--- src/rtl/ulv_pkg.sv ---
// Shared types, constants and code point rules for the UTF-8 label validator.
package ulv_pkg;

    // Field widths of the stream words.
    localparam int unsigned ByteW = 8;
    localparam int unsigned LenW  = 7;
    localparam int unsigned CpW   = 21;

    // Code point limits used by the decoder.
    localparam logic [CpW-1:0] CpMax      = 21'h10ffff;
    localparam logic [CpW-1:0] SurrogLo   = 21'h00d800;
    localparam logic [CpW-1:0] SurrogHi   = 21'h00dfff;

    // Lead byte bounds.
    localparam logic [ByteW-1:0] Lead2Lo  = 8'hc2;
    localparam logic [ByteW-1:0] Lead4Hi  = 8'hf4;

    typedef logic [CpW-1:0]   t_cp;
    typedef logic [LenW-1:0]  t_len;
    typedef logic [ByteW-1:0] t_byte;

    // Smallest code point that a sequence of the given length may encode.
    function automatic t_cp min_cp(input logic [1:0] seq);
        t_cp m;
        case (seq)
            2'd0:    m = 21'h000000;
            2'd1:    m = 21'h000080;
            2'd2:    m = 21'h000800;
            2'd3:    m = 21'h010000;
            default: m = 21'h000000;
        endcase
        return m;
    endfunction

    // Label character rules: allowed ASCII set and denied Unicode ranges.
    function automatic logic cp_allowed(input t_cp c);
        logic ok;
        if (c < 21'h20 || c inside {[21'h7f:21'h9f]}) begin
            ok = 1'b0;
        end else if (c < 21'h80) begin
            ok = c inside {[21'h41:21'h5a], [21'h61:21'h7a], [21'h30:21'h39],
                           21'h20, 21'h5f, 21'h2d, 21'h2e};
        end else begin
            ok = !(c inside {[21'h00a0:21'h00bf], [21'h2000:21'h2fff],
                             [21'h1f000:21'h1ffff], [21'hfe00:21'hfeff],
                             [21'he0000:21'he0fff], [21'h202a:21'h202e],
                             [21'h2066:21'h2069]});
        end
        return ok;
    endfunction

    // Whitespace code points.
    function automatic logic cp_space(input t_cp c);
        return c inside {21'h20, 21'ha0, [21'h2000:21'h200a], 21'h2028, 21'h2029,
                         21'h202f, 21'h205f, 21'h3000};
    endfunction

endpackage

--- src/rtl/utf8_label_validator_unit.sv ---
// Top level of the UTF-8 label validator: input register, decoder, verdict register.
//
// Usage:
// The slave channel carries one label byte per word in s_axis_tdata; a word
// with s_axis_tlast high carries no byte and closes the label. The master
// channel returns one word per closed label: bit 0 is the verdict (1 = valid)
// and bits 7:1 the byte count, which saturates one above the maximum length
// (and never above 127).
// Throughput is one word per cycle unless an end word waits on a full verdict
// register: the decoder state follows the input register word by word, so
// bytes stream back to back. The verdict shows on m_axis_tvalid once its end
// word has passed the input register and then been loaded into the verdict
// register.
// When the receiver stalls, the verdict waits in its register; byte words
// keep flowing, and only a further end word waits in the input register
// until the verdict is taken.
// Reset (synchronous, active low) empties both registers and clears the
// decoder state; the decoder state clears again after every verdict.
module utf8_label_validator_unit #(
    parameter int unsigned MAX_LABEL_BYTES = 63
) (
    input  logic               i_clk,
    input  logic               i_rst_n,
    // Slave channel.
    input  logic               s_axis_tvalid,
    output logic               s_axis_tready,
    input  ulv_pkg::t_byte     s_axis_tdata,   // [7:0] label_byte
    input  logic               s_axis_tlast,   // end_of_label
    // Master channel.
    output logic               m_axis_tvalid,
    input  logic               m_axis_tready,
    output logic [7:0]         m_axis_tdata    // [0] label_valid, [7:1] byte_total
);
    import ulv_pkg::*;

    // Counter saturation point: one above the maximum, capped by the count width.
    localparam int unsigned CountLimitInt =
        (MAX_LABEL_BYTES + 1 > (2**LenW) - 1) ? (2**LenW) - 1 : MAX_LABEL_BYTES + 1;
    localparam t_len        CountLimit = LenW'(CountLimitInt);
    localparam logic [7:0]  MaxBytes   = 8'(MAX_LABEL_BYTES);

    // Input register.
    logic  r_in_valid;
    t_byte r_in_byte;
    logic  r_in_last;

    // Decoder state.
    t_len       r_byte_count, n_byte_count;
    logic [1:0] r_pending, n_pending;
    logic [1:0] r_seq_len, n_seq_len;
    t_cp        r_partial, n_partial;
    logic       r_error, n_error;
    logic       r_first_seen, n_first_seen;
    logic       r_first_space, n_first_space;
    logic       r_last_space, n_last_space;
    logic       r_content, n_content;

    // Verdict register.
    logic       r_out_valid;
    logic       r_out_ok;
    t_len       r_out_len;

    logic       advance;
    logic       fin;
    t_cp        fin_cp;
    logic [1:0] fin_seq;
    logic       fin_bad;
    logic       fin_space;
    t_cp        cont_cp;
    logic       verdict;

    // Handshake: the decoder moves on unless an end word waits for a full verdict slot.
    assign advance       = r_in_valid && (!r_in_last || !r_out_valid || m_axis_tready);
    assign s_axis_tready = !r_in_valid || advance;

    // Input register.
    always_ff @(posedge i_clk) begin
        if (!i_rst_n) begin
            r_in_valid <= 1'b0;
        end else if (s_axis_tready) begin
            r_in_valid <= s_axis_tvalid;
        end
        if (s_axis_tready && s_axis_tvalid) begin
            r_in_byte <= s_axis_tdata;
            r_in_last <= s_axis_tlast;
        end
    end

    // Continuation byte appended to the gathered bits.
    assign cont_cp = {r_partial[CpW-7:0], r_in_byte[5:0]};

    // Next decoder state for one byte or an end word.
    always_comb begin
        n_byte_count  = r_byte_count;
        n_pending     = r_pending;
        n_seq_len     = r_seq_len;
        n_partial     = r_partial;
        n_error       = r_error;
        n_first_seen  = r_first_seen;
        n_first_space = r_first_space;
        n_last_space  = r_last_space;
        n_content     = r_content;
        fin           = 1'b0;
        fin_cp        = '0;
        fin_seq       = 2'd0;
        fin_bad       = 1'b0;
        fin_space     = 1'b0;
        if (r_in_last) begin
            n_byte_count  = '0;
            n_pending     = 2'd0;
            n_seq_len     = 2'd0;
            n_partial     = '0;
            n_error       = 1'b0;
            n_first_seen  = 1'b0;
            n_first_space = 1'b0;
            n_last_space  = 1'b0;
            n_content     = 1'b0;
        end else begin
            if (r_byte_count < CountLimit) begin
                n_byte_count = r_byte_count + 1'b1;
            end
            if (!r_error) begin
                if (r_pending != 2'd0) begin
                    if (r_in_byte[7:6] != 2'b10) begin
                        n_error = 1'b1;
                    end else begin
                        n_partial = cont_cp;
                        n_pending = r_pending - 1'b1;
                        if (r_pending == 2'd1) begin
                            fin     = 1'b1;
                            fin_cp  = cont_cp;
                            fin_seq = r_seq_len;
                        end
                    end
                end else if (!r_in_byte[7]) begin
                    n_seq_len = 2'd0;
                    fin       = 1'b1;
                    fin_cp    = CpW'(r_in_byte);
                    fin_seq   = 2'd0;
                end else if (r_in_byte >= Lead2Lo && r_in_byte <= 8'hdf) begin
                    n_partial = CpW'(r_in_byte[4:0]);
                    n_seq_len = 2'd1;
                    n_pending = 2'd1;
                end else if (r_in_byte >= 8'he0 && r_in_byte <= 8'hef) begin
                    n_partial = CpW'(r_in_byte[3:0]);
                    n_seq_len = 2'd2;
                    n_pending = 2'd2;
                end else if (r_in_byte >= 8'hf0 && r_in_byte <= Lead4Hi) begin
                    n_partial = CpW'(r_in_byte[2:0]);
                    n_seq_len = 2'd3;
                    n_pending = 2'd3;
                end else begin
                    n_error = 1'b1;
                end
            end
            // Checks on a finished code point.
            fin_bad   = (fin_cp < min_cp(fin_seq)) || (fin_cp > CpMax) ||
                        (fin_cp >= SurrogLo && fin_cp <= SurrogHi) || !cp_allowed(fin_cp);
            fin_space = cp_space(fin_cp);
            // Record the finished code point.
            if (fin) begin
                if (fin_bad) begin
                    n_error = 1'b1;
                end else begin
                    if (!r_first_seen) begin
                        n_first_seen  = 1'b1;
                        n_first_space = fin_space;
                    end
                    n_last_space = fin_space;
                    if (!fin_space) begin
                        n_content = 1'b1;
                    end
                end
            end
        end
    end

    // Verdict from the state before the end word.
    assign verdict = (r_byte_count == '0) ||
                     (!r_error && r_pending == 2'd0 && ({1'b0, r_byte_count} <= MaxBytes) &&
                      r_content && !r_first_space && !r_last_space);

    // Decoder state registers.
    always_ff @(posedge i_clk) begin
        if (!i_rst_n) begin
            r_byte_count  <= '0;
            r_pending     <= 2'd0;
            r_seq_len     <= 2'd0;
            r_partial     <= '0;
            r_error       <= 1'b0;
            r_first_seen  <= 1'b0;
            r_first_space <= 1'b0;
            r_last_space  <= 1'b0;
            r_content     <= 1'b0;
        end else if (advance) begin
            r_byte_count  <= n_byte_count;
            r_pending     <= n_pending;
            r_seq_len     <= n_seq_len;
            r_partial     <= n_partial;
            r_error       <= n_error;
            r_first_seen  <= n_first_seen;
            r_first_space <= n_first_space;
            r_last_space  <= n_last_space;
            r_content     <= n_content;
        end
    end

    // Verdict register.
    always_ff @(posedge i_clk) begin
        if (!i_rst_n) begin
            r_out_valid <= 1'b0;
        end else if (advance && r_in_last) begin
            r_out_valid <= 1'b1;
        end else if (m_axis_tready) begin
            r_out_valid <= 1'b0;
        end
        if (advance && r_in_last) begin
            r_out_ok  <= verdict;
            r_out_len <= r_byte_count;
        end
    end

    assign m_axis_tvalid = r_out_valid;
    assign m_axis_tdata  = {r_out_len, r_out_ok};

    // The byte count never passes its saturation point.
    a_count_sat: assert property (@(posedge i_clk) disable iff (!i_rst_n)
        r_byte_count <= CountLimit)
        else $error("byte count beyond saturation point");

    // The decoder state is clear after every end word.
    a_clear_after_end: assert property (@(posedge i_clk) disable iff (!i_rst_n)
        advance && r_in_last |=> r_byte_count == '0 && r_pending == 2'd0 && !r_error)
        else $error("decoder state not cleared after verdict");

    // Pending continuations never exceed the length of the current sequence.
    a_pending_le_seq: assert property (@(posedge i_clk) disable iff (!i_rst_n)
        r_pending <= r_seq_len)
        else $error("pending continuations exceed sequence length");

    // A valid verdict never comes with a length above the maximum.
    a_valid_len: assert property (@(posedge i_clk) disable iff (!i_rst_n)
        r_out_valid && r_out_ok |-> {1'b0, r_out_len} <= MaxBytes)
        else $error("valid verdict with excessive length");

endmodule
--- config.mk ---
export PLATFORM = sky130hd
export DESIGN_NAME = utf8_label_validator_unit
export DESIGN_NICKNAME = d
export VERILOG_FILES = /design/src/rtl/ulv_pkg.sv /design/src/rtl/utf8_label_validator_unit.sv
export SDC_FILE = /design/constraint.sdc
export NUM_CORES = 1
export LEC_CHECK = 0
export BUFFER_PORTS_ARGS = -buffer_cell sky130_fd_sc_hd__buf_2
export CAP_MARGIN = 20
export CORE_UTILIZATION = 41
export CTS_BUF_LIST = sky130_fd_sc_hd__clkbuf_4 sky130_fd_sc_hd__clkbuf_8
export DETAILED_ROUTE_END_ITERATION = 10
export HOLD_SLACK_MARGIN = 0.05
export PLACE_DENSITY = 0.69
export SYNTH_ARGS = -nofsm -noshare
export SYNTH_HDL_FRONTEND = slang
export SYNTH_SLANG_ARGS = --single-unit
--- constraint.sdc ---
create_clock -name i_clk -period 3.2 [get_ports i_clk]
set_clock_uncertainty 0.15 [all_clocks]
set_input_delay 0.48 -clock i_clk [delete_from_list [all_inputs] [get_ports i_clk]]
set_output_delay 0.48 -clock i_clk [all_outputs]
set_load 0.03 [all_outputs]
## Word-level counts from Yosys, hierarchy flattened

Cells that the tools add are included.

- Bits in registers: 50
- Bits in latches: 0
- RAM bits: 0
- Bits in read-only memories: 0
- Bits of input ports: 13
- Output and inout port bits: 10
- Logic and storage cells: 204
- Memories kept: 0

- Add/sub/neg operators: 2
- Multiply operators: 0
- Div/mod/pow operators: 0
- Order comparisons: 37
- Equal/unequal tests: 22
- Shift operators: 0
- Muxes and demuxes: 70
- Bitwise logic cells: 0
- Reduce and logical (&&, ||, !) cells: 58

Operators with widths:

| kind | count |
|---|---|
| $mux W21 | 6 |
| $mux W15 | 8 |
| $eq A21 B14 Y1 const B | 5 |
| $le A21 B14 Y1 const B | 4 |
| $pmux W21 S4 | 1 |
| $eq A21 B6 Y1 const B | 3 |
| $ge A21 B14 Y1 const B | 3 |
| $ge A21 B7 Y1 const B | 3 |
| $ge A21 B16 Y1 const B | 2 |
| $le A21 B16 Y1 const B | 2 |
| $le A21 B7 Y1 const B | 2 |
| $le A21 B8 Y1 const B | 2 |
| $mux W1 | 35 |
| $mux W2 | 17 |
| $ge A8 B8 Y1 const B | 3 |
| $le A8 B8 Y1 const B | 3 |
| $logic_and A1 B1 Y1 | 24 |
| $eq A21 B7 Y1 const B | 1 |
| $eq A21 B8 Y1 const B | 1 |
| $ge A21 B17 Y1 const B | 1 |
| $ge A21 B20 Y1 const B | 1 |
| $ge A21 B6 Y1 const B | 1 |
| $ge A21 B8 Y1 const B | 1 |
| $gt A21 B21 Y1 const B | 1 |
| 29 further kinds | 59 |

## Depth between registers and ports, before layout

Gate-level depths: netlist (run 1).

- Word-level depth: 18
- Gate-level depth with buffers: 13
- Gate-level depth less buffers: 11

## Worst setup path before layout (run 1)

OpenSTA, ideal clock, no wires.

- Path kind: register to register
- Start: reg r_error
- End: reg r_first_space
- Arrival: 2517 ps
- Slack: 417 ps
- Cell stages (with the launch flop): 14
- Buffers on the path: 2
- Period minus slack after synthesis: 2783 ps
- Cell sequence: dfxtp_1 > or2_2 > clkbuf_1 > nor2_2 > buf_2 > nand3_1 > ha_1 > nand2_1 > a31oi_1 > a2111oi_0 > nand4b_2 > a31oi_4 > a31oi_1 > a41o_1

- Longest elaborated chain between the ends: 13
- Elaborated cells on any way between the ends: 83

RTL lines:

| item | RTL line | source |
|---|---|---|
| start, declared | utf8_label_validator_unit.sv:52 | `logic r_error, n_error;` |
| start signal, assigned | utf8_label_validator_unit.sv:200 | `r_error <= n_error;` |
| $mux W21 | utf8_label_validator_unit.sv:122 | `if (!r_error) begin` |
| $mux W21 | utf8_label_validator_unit.sv:108 | `if (r_in_last) begin` |
| $ge A21 B8 Y1, or another cell as far along | ulv_pkg.sv:44 | `ok = !(c inside {[21'h00a0:21'h00bf], [21'h2000:21'h2fff],` |
| $logic_and A1 B1 Y1 | ulv_pkg.sv:44 |  |
| $reduce_bool A7 Y1 | ulv_pkg.sv:44 |  |
| $logic_not A1 Y1 | ulv_pkg.sv:44 |  |
| $mux W1 | ulv_pkg.sv:40 | `end else if (c < 21'h80) begin` |
| $mux W1 | ulv_pkg.sv:38 | `if (c < 21'h20 \|\| c inside {[21'h7f:21'h9f]}) begin` |
| $mux W1 | utf8_label_validator_unit.sv:108 |  |
| $logic_not A1 Y1 | utf8_label_validator_unit.sv:158 | `(fin_cp >= SurrogLo && fin_cp <= SurrogHi) \|\| !cp_allowed(fin_cp);` |
| $logic_or A1 B1 Y1 | utf8_label_validator_unit.sv:158 |  |
| $ne A2 B2 Y1 (no source line) | n/a |  |
| $reduce_and A4 Y1 (no source line) | n/a |  |
| end signal, assigned | utf8_label_validator_unit.sv:202 | `r_first_space <= n_first_space;` |
| end, declared | utf8_label_validator_unit.sv:54 | `logic r_first_space, n_first_space;` |

Parallel ways exist; a longest one is shown, timed or not. The select of a mux whose other input is x is not followed.
A chain may end at the register's enable or synchronous reset.

## Final worst setup path (run 1)

- Start: reg r_in_byte[5]
- End: reg r_first_space

- Longest elaborated chain between the ends: 16
- Elaborated cells on any way between the ends: 76

RTL lines:

| item | RTL line | source |
|---|---|---|
| start, declared | utf8_label_validator_unit.sv:44 | `t_byte r_in_byte;` |
| start signal, assigned | utf8_label_validator_unit.sv:84 | `r_in_byte <= s_axis_tdata;` |
| $mux W21 | utf8_label_validator_unit.sv:129 | `if (r_pending == 2'd1) begin` |
| $mux W21 | utf8_label_validator_unit.sv:124 | `if (r_in_byte[7:6] != 2'b10) begin` |
| $mux W21 (*) | utf8_label_validator_unit.sv:123 | `if (r_pending != 2'd0) begin` |
| $mux W21 (*) | utf8_label_validator_unit.sv:122 |  |
| $mux W21 (*) | utf8_label_validator_unit.sv:108 |  |
| $ge A21 B8 Y1, or another cell as far along | ulv_pkg.sv:44 |  |
| $logic_and A1 B1 Y1 | ulv_pkg.sv:44 |  |
| $reduce_bool A7 Y1 | ulv_pkg.sv:44 |  |
| $logic_not A1 Y1 | ulv_pkg.sv:44 |  |
| $mux W1 | ulv_pkg.sv:40 |  |
| $mux W1 | ulv_pkg.sv:38 |  |
| $mux W1 | utf8_label_validator_unit.sv:108 |  |
| $logic_not A1 Y1 | utf8_label_validator_unit.sv:158 |  |
| $logic_or A1 B1 Y1 | utf8_label_validator_unit.sv:158 |  |
| $ne A2 B2 Y1 (no source line) | n/a |  |
| $reduce_and A4 Y1 (no source line) | n/a |  |

Every way passes the cells marked *; elsewhere a longest branch is shown, timed or not. The select of a mux whose other input is x is not followed.

==> flow_metrics.env, run 1 <==
export IMPL_clock_fmax_mhz=337
export IMPL_wl_per_cell_um=15.8
export IMPL_synth_top_family_by_area="simple AND/OR/NAND/NOR gates"
export IMPL_netlist_area_leader_share=0.221
export IMPL_drv_cap=0
export IMPL_io_buffers=22
export IMPL_endpoint_kind="register"
export IMPL_grt_max_degree=27
export IMPL_grt_pass1_wl_mm=12.3
export IMPL_nets=386
export IMPL_hold_end="r_in_byte[2]"
export IMPL_via_per_inst=5.91
export IMPL_p_sw_frac=0.285
export IMPL_synth_fa_ha_area_frac=0.0168
export IMPL_met2RoutedLength_mm=3.51
export IMPL_status="finished clean"
export IMPL_die_w_um=87.3
export IMPL_drt_iter0_drc=188
export IMPL_p_per_area_nw_per_um2=379
export IMPL_io_pins=23
export IMPL_fin_setup_tns_ps=0
export IMPL_power_internal_mw=0.899
export IMPL_crit_required_ps=3260
export IMPL_ys_top_cells_by_area="dfxtp_1, edfxtp_1, nand3_1"
export IMPL_peakVddDrop_uv=294
export IMPL_setup_viol=0
export IMPL_drc=0
export IMPL_synth_simple_area_share=0.292
export IMPL_reg2reg_to="r_first_space"
export IMPL_regToRegSetupSlack_ps=230
export IMPL_overflow=0
export IMPL_synth_cells=348
export IMPL_startpoint="r_in_byte[5]"
export IMPL_seq_power_share=0.553
export IMPL_layout_commonest_cell="nand2_1"
export IMPL_dieHeight_um=87.3
export IMPL_post_dp_hpwl_mm=5.41
export IMPL_max_stage_delay_ps=600
export IMPL_pwr_share_clk=0.309
export IMPL_cts_buffers=5
export IMPL_drt_met1_wl_mm=3.30
export IMPL_globalplace_congestion=0.888
export IMPL_grt_pass1_vias=2560
export IMPL_synth_warnings=0
export IMPL_synth_flop_cell="dfxtp_1"
export IMPL_hold_depth=1
export IMPL_drv_slew=0
export IMPL_slew_headroom=0.338
export IMPL_start_util=0.432
export IMPL_layout_min_cycle_time_ps=2970
export IMPL_stdcell_area_um2=3320
export IMPL_fp_dieArea_um2=7620
export IMPL_core_rowCount=30
export IMPL_crit_chain="or3b_2 > a211oi_1 > o21ai_0 > o311ai_1 > o21ai_2 > a31oi_4 > a31oi_1 > a41o_1"
export IMPL_holdBufCountCts=0
export IMPL_ant_nets=0
export IMPL_ys_types=64
export IMPL_critPathArrivalTime_ps=3020
export IMPL_fill_cells=686
export IMPL_synth_edf_count=17
export IMPL_critPathKind="reg -> reg"
export IMPL_tightest_slew_ps=989
export IMPL_worstRegToRegCells=8
export IMPL_yosys_register_bits=50
export IMPL_antenna_found_initial=0
export IMPL_syn_to_final_growth_pct=11.2
export IMPL_dr_wl_met3_um=439
export IMPL_clk_latency_ps=310
export IMPL_syn_area_um2=2980
export IMPL_tritoncts="done"
export IMPL_r2r_start="r_in_byte[5]"
export IMPL_synthArstFlopShare=0
export IMPL_wirelength_mm=7.37
export IMPL_yosysSeqAreaShare=0.393
export IMPL_htree_levels=2
export IMPL_drive_gt1_frac=0.165
export IMPL_clk_pin_slew_worst_paths_ps=100
export IMPL_cp_max_fo=11
export IMPL_dr_pass1_iters=5
export IMPL_crit_slowest_cell="edfxtp_1"
export IMPL_power_switching_mw=0.358
export IMPL_routed_top_layer="met4"
export IMPL_route_vias_total=2752
export IMPL_diodes=0
export IMPL_dpl_cell_area_um2=3190
export IMPL_synth_top_area_cell="dfxtp_1"
export IMPL_finalHoldViolCount=0
export IMPL_synthXorXnorAreaFrac=0.0147
export IMPL_synthMuxAreaShare=0.00336
export IMPL_combPwrFrac=0.138
export IMPL_final_cell_mix="nand2_1, dfxtp_1, nor2_1, nand3_1, buf_2"
export IMPL_hp_start="s_axis_tdata[2]"
export IMPL_synth_compound_area_frac=0.227
export IMPL_hold_class="in -> reg"
export IMPL_syn_avg_cell_area_um2=8.57
export IMPL_synth_nets=365
export IMPL_period_share=0.927
export IMPL_core_um2=6910
export IMPL_cp_start_kind="register"
export IMPL_grt_use_total=0.208
export IMPL_clockBufferDepth=2
export IMPL_cts_sinks=50
export IMPL_root_buffer="clkbuf_8"
export IMPL_rsz0062_at_grt="false"
export IMPL_p_leak_nw=1.18
area by class of cell:
cell class	count	area (um2)	share of cell area
Clock buffer	5	68.8	0.0208
Clock inverter	3	28.8	0.00868
Inverter	13	48.8	0.0147
Multi-Input combinational cell	262	1660	0.499
Sequential cell	50	1170	0.353
Tap cell	96	120	0.0362
Timing Repair Buffer	37	223	0.0672
power by group through the flow:
stage | Clock [mW] | Sequential, mW | Combinational [mW]
2_1_floorplan | 0 | 0.700 | 0.129
3_3_place_gp | 0 | 0.709 | 0.166
3_5_place_dp | 0 | 0.710 | 0.168
4_1_cts | 0.397 | 0.695 | 0.169
5_1_grt | 0.422 | 0.698 | 0.191
6_report | 0.389 | 0.695 | 0.173
timing repair:
| item | 4_1_cts | 5_1_grt |
|---|---|---|
| gates resized for setup | 0 | 1 |
| setup buffers | 0 | 4 |
| hold endpoints to repair | 0 | 0 |
| setup endpoints to repair | 0 | 9 |
kinds of logic (layout without fill, tap and decap cells):
kind of cell / Yosys count / in the layout
flops: 50 / 50
buf+inv: 36 / 58
compound gates: 90 / 90
mux: 1 / 1
xor+xnor: 5 / 5
simple gates: 162 / 162
fa+ha+maj: 4 / 4
state kept, by name, indices dropped and copies added, names as in the netlist:
name,flops
r_in_valid,1
r_out_len,7
r_out_ok,1
r_last_space,1
r_content,1
r_pending,2
m_axis_tvalid,1
r_partial,15
r_in_last,1
r_seq_len,2
r_first_seen,1
r_byte_count,7
r_in_byte,8
r_first_space,1
r_error,1
worst max-delay path by stage:
stage                                to  slack [ps]  cells after the start
after CTS                 r_first_space         230                     11
after global placement    r_first_space         270                     11
after detailed placement  r_first_space         260                     11
after global routing      r_first_space          10                     11
final                     r_first_space         230                      8
after floorplan           r_first_space         420                     13
stage by stage:
| stage | instances | worst slack [ps] | hold slack, ps | power (mW) | util |
|---|---|---|---|---|---|
| after floorplan | 348 | 417 | 286 | 0.829 | - |
| after global placement | 454 | 265 | 298 | 0.876 | 0.461 |
| after detailed placement | 454 | 261 | 306 | 0.878 | 0.461 |
| after CTS | 462 | 233 | 187 | 1.26 | 0.475 |
| after global routing | 466 | 14.0 | 179 | 1.31 | 0.480 |
| final | 466 | 233 | 190 | 1.26 | 0.480 |
per-layer routing:
layer	vias to the layer above	track usage
met4	0	0.0909
met3	11	0.0436
li1	1331	-
met5	-	0
met1	1316	0.266
met2	94	0.338
critical path: cells and delay by family (launching register included):
family / cells / cell delay (ps)
AO/OA/AOI/OAI: 7 / 1570
flip-flops: 1 / 600
AND/OR/NAND/NOR: 1 / 530
synth_stat cells, types with 3 or more instances:
master	n
xor2_1	4
nor2_1	32
or2_2	3
buf_2	7
or3_1	4
edfxtp_1	17
a21boi_0	15
inv_1	12
nand4_1	7
nand2_1	35
o21a_1	6
nor4_1	6
nor4b_1	6
o21ai_0	10
a2111oi_0	4
ha_1	4
dfxtp_1	33
clkbuf_1	13
nor2b_1	8
a21oi_1	17
nand3_1	27
nand3b_1	5
a31oi_1	9
nor3_1	11
a211oi_1	4
Power figures use the tool's default switching activity.
==> run 2, diff against run 1 <==
Clock period 3.2 ns to 3.4 ns, I/O delays scaled along.
==> flow_metrics.env, run 2 (synthesis results as in run 1) <==
export IMPL_reg2reg_to="r_first_space"
export IMPL_grt_max_degree=27
export IMPL_wirelength_mm=7.32
export IMPL_stdcell_area_um2=3260
export IMPL_io_pins=23
export IMPL_grt_pass1_vias=2501
export IMPL_grt_use_total=0.201
export IMPL_p_per_area_nw_per_um2=381
export IMPL_crit_chain="nand3b_1 > nor2_2 > nand3_1 > ha_1 > nand2_1 > a31oi_1 > a2111oi_0 > nand4b_2 > a31oi_4 > a31oi_1 > a41o_1"
export IMPL_combPwrFrac=0.120
export IMPL_via_per_inst=5.90
export IMPL_multi_input_area_um2=1650
export IMPL_layout_min_cycle_time_ps=3030
export IMPL_drive_gt1_frac=0.141
export IMPL_pwr_share_clk=0.348
export IMPL_critPathKind="reg -> reg"
export IMPL_largest_register="r_partial"
export IMPL_seqCellArea_um2=1170
export IMPL_hp_start="s_axis_tdata[2]"
export IMPL_regToRegSetupSlack_ps=370
export IMPL_reg_top3="r_partial (15), r_in_byte (8)"
export IMPL_dp_cells=449
export IMPL_clk_pin_slew_worst_paths_ps=100
export IMPL_syn_to_final_growth_pct=9.44
export IMPL_p_leak_nw=1.14
export IMPL_crit_required_ps=3450
export IMPL_critPathArrivalTime_ps=3080
export IMPL_path_delay_family="simple AND/OR/NAND/NOR gates"
export IMPL_drc=0
export IMPL_finalHoldViolCount=0
export IMPL_dr_pass1_iters=5
export IMPL_post_cts_buffers=0
export IMPL_overflow=0
export IMPL_worstRegToRegCells=11
export IMPL_wl_per_cell_um=16.0
export IMPL_dpl_cell_area_um2=3150
export IMPL_diodes=0
export IMPL_clk_latency_ps=310
export IMPL_final_cells=457
export IMPL_route_vias_total=2698
export IMPL_core_rowCount=30
export IMPL_fp_dieArea_um2=7620
export IMPL_cp_start_kind="register"
export IMPL_ant_nets=0
export IMPL_layout_commonest_cell="nand2_1"
export IMPL_period_share=0.892
export IMPL_antenna_found_initial=0
export IMPL_dieHeight_um=87.3
export IMPL_hold_depth=1
export IMPL_power_internal_mw=0.912
export IMPL_holdBufCountCts=0
export IMPL_post_dp_hpwl_mm=5.22
export IMPL_status="finished clean"
export IMPL_crit_slowest_cell="dfxtp_1"
export IMPL_start_util=0.432
export IMPL_p_sw_frac=0.268
export IMPL_power_switching_mw=0.334
export IMPL_seq_power_share=0.531
export IMPL_drt_iter0_drc=207
export IMPL_r2r_start="r_pending[0]"
export IMPL_path_buf_inv=0
export IMPL_largest_reg_flops=15
export IMPL_final_cell_mix="nand2_1, dfxtp_1, nor2_1, nand3_1, buf_2"
export IMPL_globalplace_congestion=0.916
export IMPL_cts_buffers=5
export IMPL_io_buffers=22
export IMPL_core_um2=6910
export IMPL_clockBufferDepth=2
export IMPL_tightest_slew_ps=944
export IMPL_endpoint_kind="register"
export IMPL_die_w_um=87.3
export IMPL_crit_top_cell="a31oi_1"
export IMPL_drv_cap=0
export IMPL_hold_end="r_in_byte[2]"
export IMPL_root_buffer="clkbuf_8"
export IMPL_drv_slew=0
export IMPL_clock_fmax_mhz=330
export IMPL_hold_class="in -> reg"
export IMPL_grt_pass1_wl_mm=11.9
export IMPL_cp_max_fo=18
export IMPL_htree_levels=2
export IMPL_slew_headroom=0.368
export IMPL_finalPower_mw=1.25
export IMPL_cts_sinks=50
export IMPL_max_stage_delay_ps=660
export IMPL_setup_viol=0
export IMPL_post_cts_resized=0
export IMPL_fin_setup_tns_ps=0
export IMPL_nets=377
export IMPL_fill_cells=678
export IMPL_rsz0062_at_grt="false"
export IMPL_peakVddDrop_uv=285
export IMPL_tritoncts="done"
-- run 2: cell count changes in the layout (fill, tap and decap cells not counted) --
cell / before / now
buf_4: 15 / 6
bufinv_16: 0 / 1
inv_8: 1 / 0
nor2_1: 31 / 32
nor2_2: 2 / 1
-- run 2: metal layers --
| layer | GRT usage | part of all wire |
|---|---|---|
| met4 | 0.0790 | 0.021 |
| met1 | 0.257 | 0.44 |
| met2 | 0.342 | 0.49 |
| met5 | 0 | 0 |
| met3 | 0.0265 | 0.043 |
-- run 2: worst max-delay path by stage --
stage                            start  cells past startpoint            end  slack [ps]
after CTS                 r_pending[0]                     11  r_first_space         410
after global routing      r_pending[0]                     11  r_first_space          70
after detailed placement  r_pending[0]                     11  r_first_space         430
final                     r_pending[0]                     11  r_first_space         370
after floorplan                r_error                     13  r_first_space         620
after global placement    r_pending[0]                     11  r_first_space         550
-- run 2: power groups by stage --
stage | sequential [mW] | clock, mW | combinational [mW]
2_1_floorplan | 0.659 | 0 | 0.122
6_report | 0.662 | 0.434 | 0.150
3_5_place_dp | 0.675 | 0 | 0.147
5_1_grt | 0.665 | 0.460 | 0.164
4_1_cts | 0.661 | 0.441 | 0.148
3_3_place_gp | 0.675 | 0 | 0.146
-- run 2: area by class of cell --
type / instances / share of cell area
Clock buffer: 5 / 0.0211
Clock inverter: 3 / 0.0146
Multi-Input combinational cell: 262 / 0.506
Timing Repair Buffer: 28 / 0.0475
Inverter: 13 / 0.0149
Sequential cell: 50 / 0.359
Tap cell: 96 / 0.0368
-- run 2: stage by stage --
step | utilization | hold WS [ps] | worst slack (ps)
final | 0.473 | 224 | 368
after global routing | 0.473 | 215 | 67.0
after CTS | 0.473 | 218 | 407
after detailed placement | 0.456 | 320 | 431
after global placement | 0.456 | 301 | 553
after floorplan | - | 286 | 617
==> run 3, diff against run 2 <==
Settings changed: BUFFER_PORTS_ARGS -buffer_cell sky130_fd_sc_hd__buf_2 to -buffer_cell sky130_fd_sc_hd__buf_4.
==> flow_metrics.env, run 3 (synthesis results as in run 1) <==
export IMPL_status="finished clean"
export IMPL_final_cell_mix="nand2_1, dfxtp_1, nor2_1, buf_4, nand3_1"
export IMPL_critPathKind="reg -> reg"
export IMPL_post_dp_hpwl_mm=5.29
export IMPL_cts_sinks=50
export IMPL_worst_slack_ps=299
export IMPL_endpoint_kind="register"
export IMPL_clk_latency_ps=300
export IMPL_grt_use_total=0.208
export IMPL_post_cts_resized=0
export IMPL_dp_cells=449
export IMPL_rsz0062_at_grt="false"
export IMPL_htree_levels=2
export IMPL_fill_cells=690
export IMPL_antenna_found_initial=0
export IMPL_p_leak_nw=1.15
export IMPL_seq_power_share=0.567
export IMPL_hp_start="s_axis_tdata[1]"
export IMPL_drc=0
export IMPL_power_switching_mw=0.319
export IMPL_wl_per_cell_um=15.9
export IMPL_hold_class="in -> reg"
export IMPL_dieHeight_um=87.3
export IMPL_holdBufCountCts=0
export IMPL_grt_pass1_vias=2638
export IMPL_crit_slowest_cell="dfxtp_1"
export IMPL_nets=377
export IMPL_fp_dieArea_um2=7620
export IMPL_core_um2=6910
export IMPL_reg_top3="r_partial (15), r_in_byte (8)"
export IMPL_max_stage_delay_ps=660
export IMPL_dp_slack_ps=413
export IMPL_finish_utilization=0.477
export IMPL_crit_chain="nand3b_1 > nor2_2 > nand3_1 > ha_1 > nand2_1 > a31oi_1 > a2111oi_0 > nand4b_2 > a31oi_4 > a2111oi_4"
export IMPL_clockBufferDepth=2
export IMPL_start_util=0.432
export IMPL_overflow=0
export IMPL_grt_pass1_wl_mm=12.5
export IMPL_post_cts_buffers=0
export IMPL_setup_viol=0
export IMPL_wirelength_mm=7.27
export IMPL_drv_slew=0
export IMPL_via_per_inst=5.93
export IMPL_peakVddDrop_uv=254
export IMPL_syn_to_final_growth_pct=10.4
export IMPL_r2r_start="r_pending[0]"
export IMPL_io_pins=23
export IMPL_globalplace_congestion=0.869
export IMPL_tritoncts="done"
export IMPL_path_delay_family="simple AND/OR/NAND/NOR gates"
export IMPL_cp_max_fo=18
export IMPL_worstRegToRegCells=10
export IMPL_layout_commonest_cell="nand2_1"
export IMPL_root_buffer="clkbuf_8"
export IMPL_tightest_slew_ps=951
export IMPL_crit_required_ps=3460
export IMPL_io_buffers=22
export IMPL_drv_cap=0
export IMPL_clock_fmax_mhz=322
export IMPL_hold_depth=1
export IMPL_final_cells=457
export IMPL_drive_gt1_frac=0.139
export IMPL_dpl_cell_area_um2=3200
export IMPL_combPwrFrac=0.133
export IMPL_p_per_area_nw_per_um2=354
export IMPL_reg2reg_to="r_error"
export IMPL_finalPower_mw=1.17
export IMPL_stdcell_area_um2=3290
export IMPL_critPathArrivalTime_ps=3160
export IMPL_path_buf_inv=0
export IMPL_die_w_um=87.3
export IMPL_slew_headroom=0.363
export IMPL_startpoint="r_pending[0]"
export IMPL_power_internal_mw=0.847
export IMPL_clk_pin_slew_worst_paths_ps=90
export IMPL_diodes=0
export IMPL_finalHoldViolCount=0
export IMPL_core_rowCount=30
export IMPL_ant_nets=0
export IMPL_layout_min_cycle_time_ps=3100
export IMPL_hold_end="r_in_byte[1]"
export IMPL_route_vias_total=2709
export IMPL_pwr_share_clk=0.300
export IMPL_cp_start_kind="register"
export IMPL_p_sw_frac=0.274
export IMPL_drt_iter0_drc=196
export IMPL_grt_max_degree=27
export IMPL_dr_pass1_iters=5
export IMPL_fin_setup_tns_ps=0
export IMPL_timing_hold_ws_ps=230
export IMPL_period_share=0.912
export IMPL_regToRegSetupSlack_ps=300
export IMPL_cts_buffers=5
export IMPL_largest_register="r_partial"
export IMPL_largest_reg_flops=15
-- run 3: worst max path at each step --
stage	to	slack (ps)	cells past startpoint
finish	r_error	300	10
CTS	r_error	330	10
global route	r_error	50	10
detailed placement	r_error	410	10
global placement	r_first_space	540	11
floorplan	r_first_space	620	13
-- run 3: worst register-to-register path, delay by kind of cell, from the launching register on --
kind                       cells  cell delay [ps]
and+or+nand+nor                5             1000
DFF                            1              660
AOI/OAI and AO/OA              4              890
adders and majority gates      1              300
-- run 3: power by group through the flow --
| stage | sequential [mW] | clock [mW] | combinational (mW) |
|---|---|---|---|
| after floorplan | 0.659 | 0 | 0.122 |
| after CTS | 0.661 | 0.355 | 0.155 |
| final | 0.662 | 0.350 | 0.155 |
| after detailed placement | 0.675 | 0 | 0.153 |
| after global routing | 0.665 | 0.386 | 0.172 |
| after global placement | 0.675 | 0 | 0.152 |
-- run 3: layout make-up --
type	instances	area (um2)	share of cell area
Clock buffer	6	76.3	0.0232
Clock inverter	2	12.5	0.00380
Inverter	13	48.8	0.0148
Multi-Input combinational cell	262	1650	0.502
Sequential cell	50	1170	0.356
Tap cell	96	120	0.0365
Timing Repair Buffer	28	210	0.0639
-- run 3: metal layers --
layer | vias to the layer above | GRT usage | part of all wire
li1 | 1318 | - | -
met1 | 1293 | 0.268 | 0.46
met2 | 82 | 0.344 | 0.48
met3 | 16 | 0.0313 | 0.038
met4 | 0 | 0.0954 | 0.026
met5 | - | 0 | 0
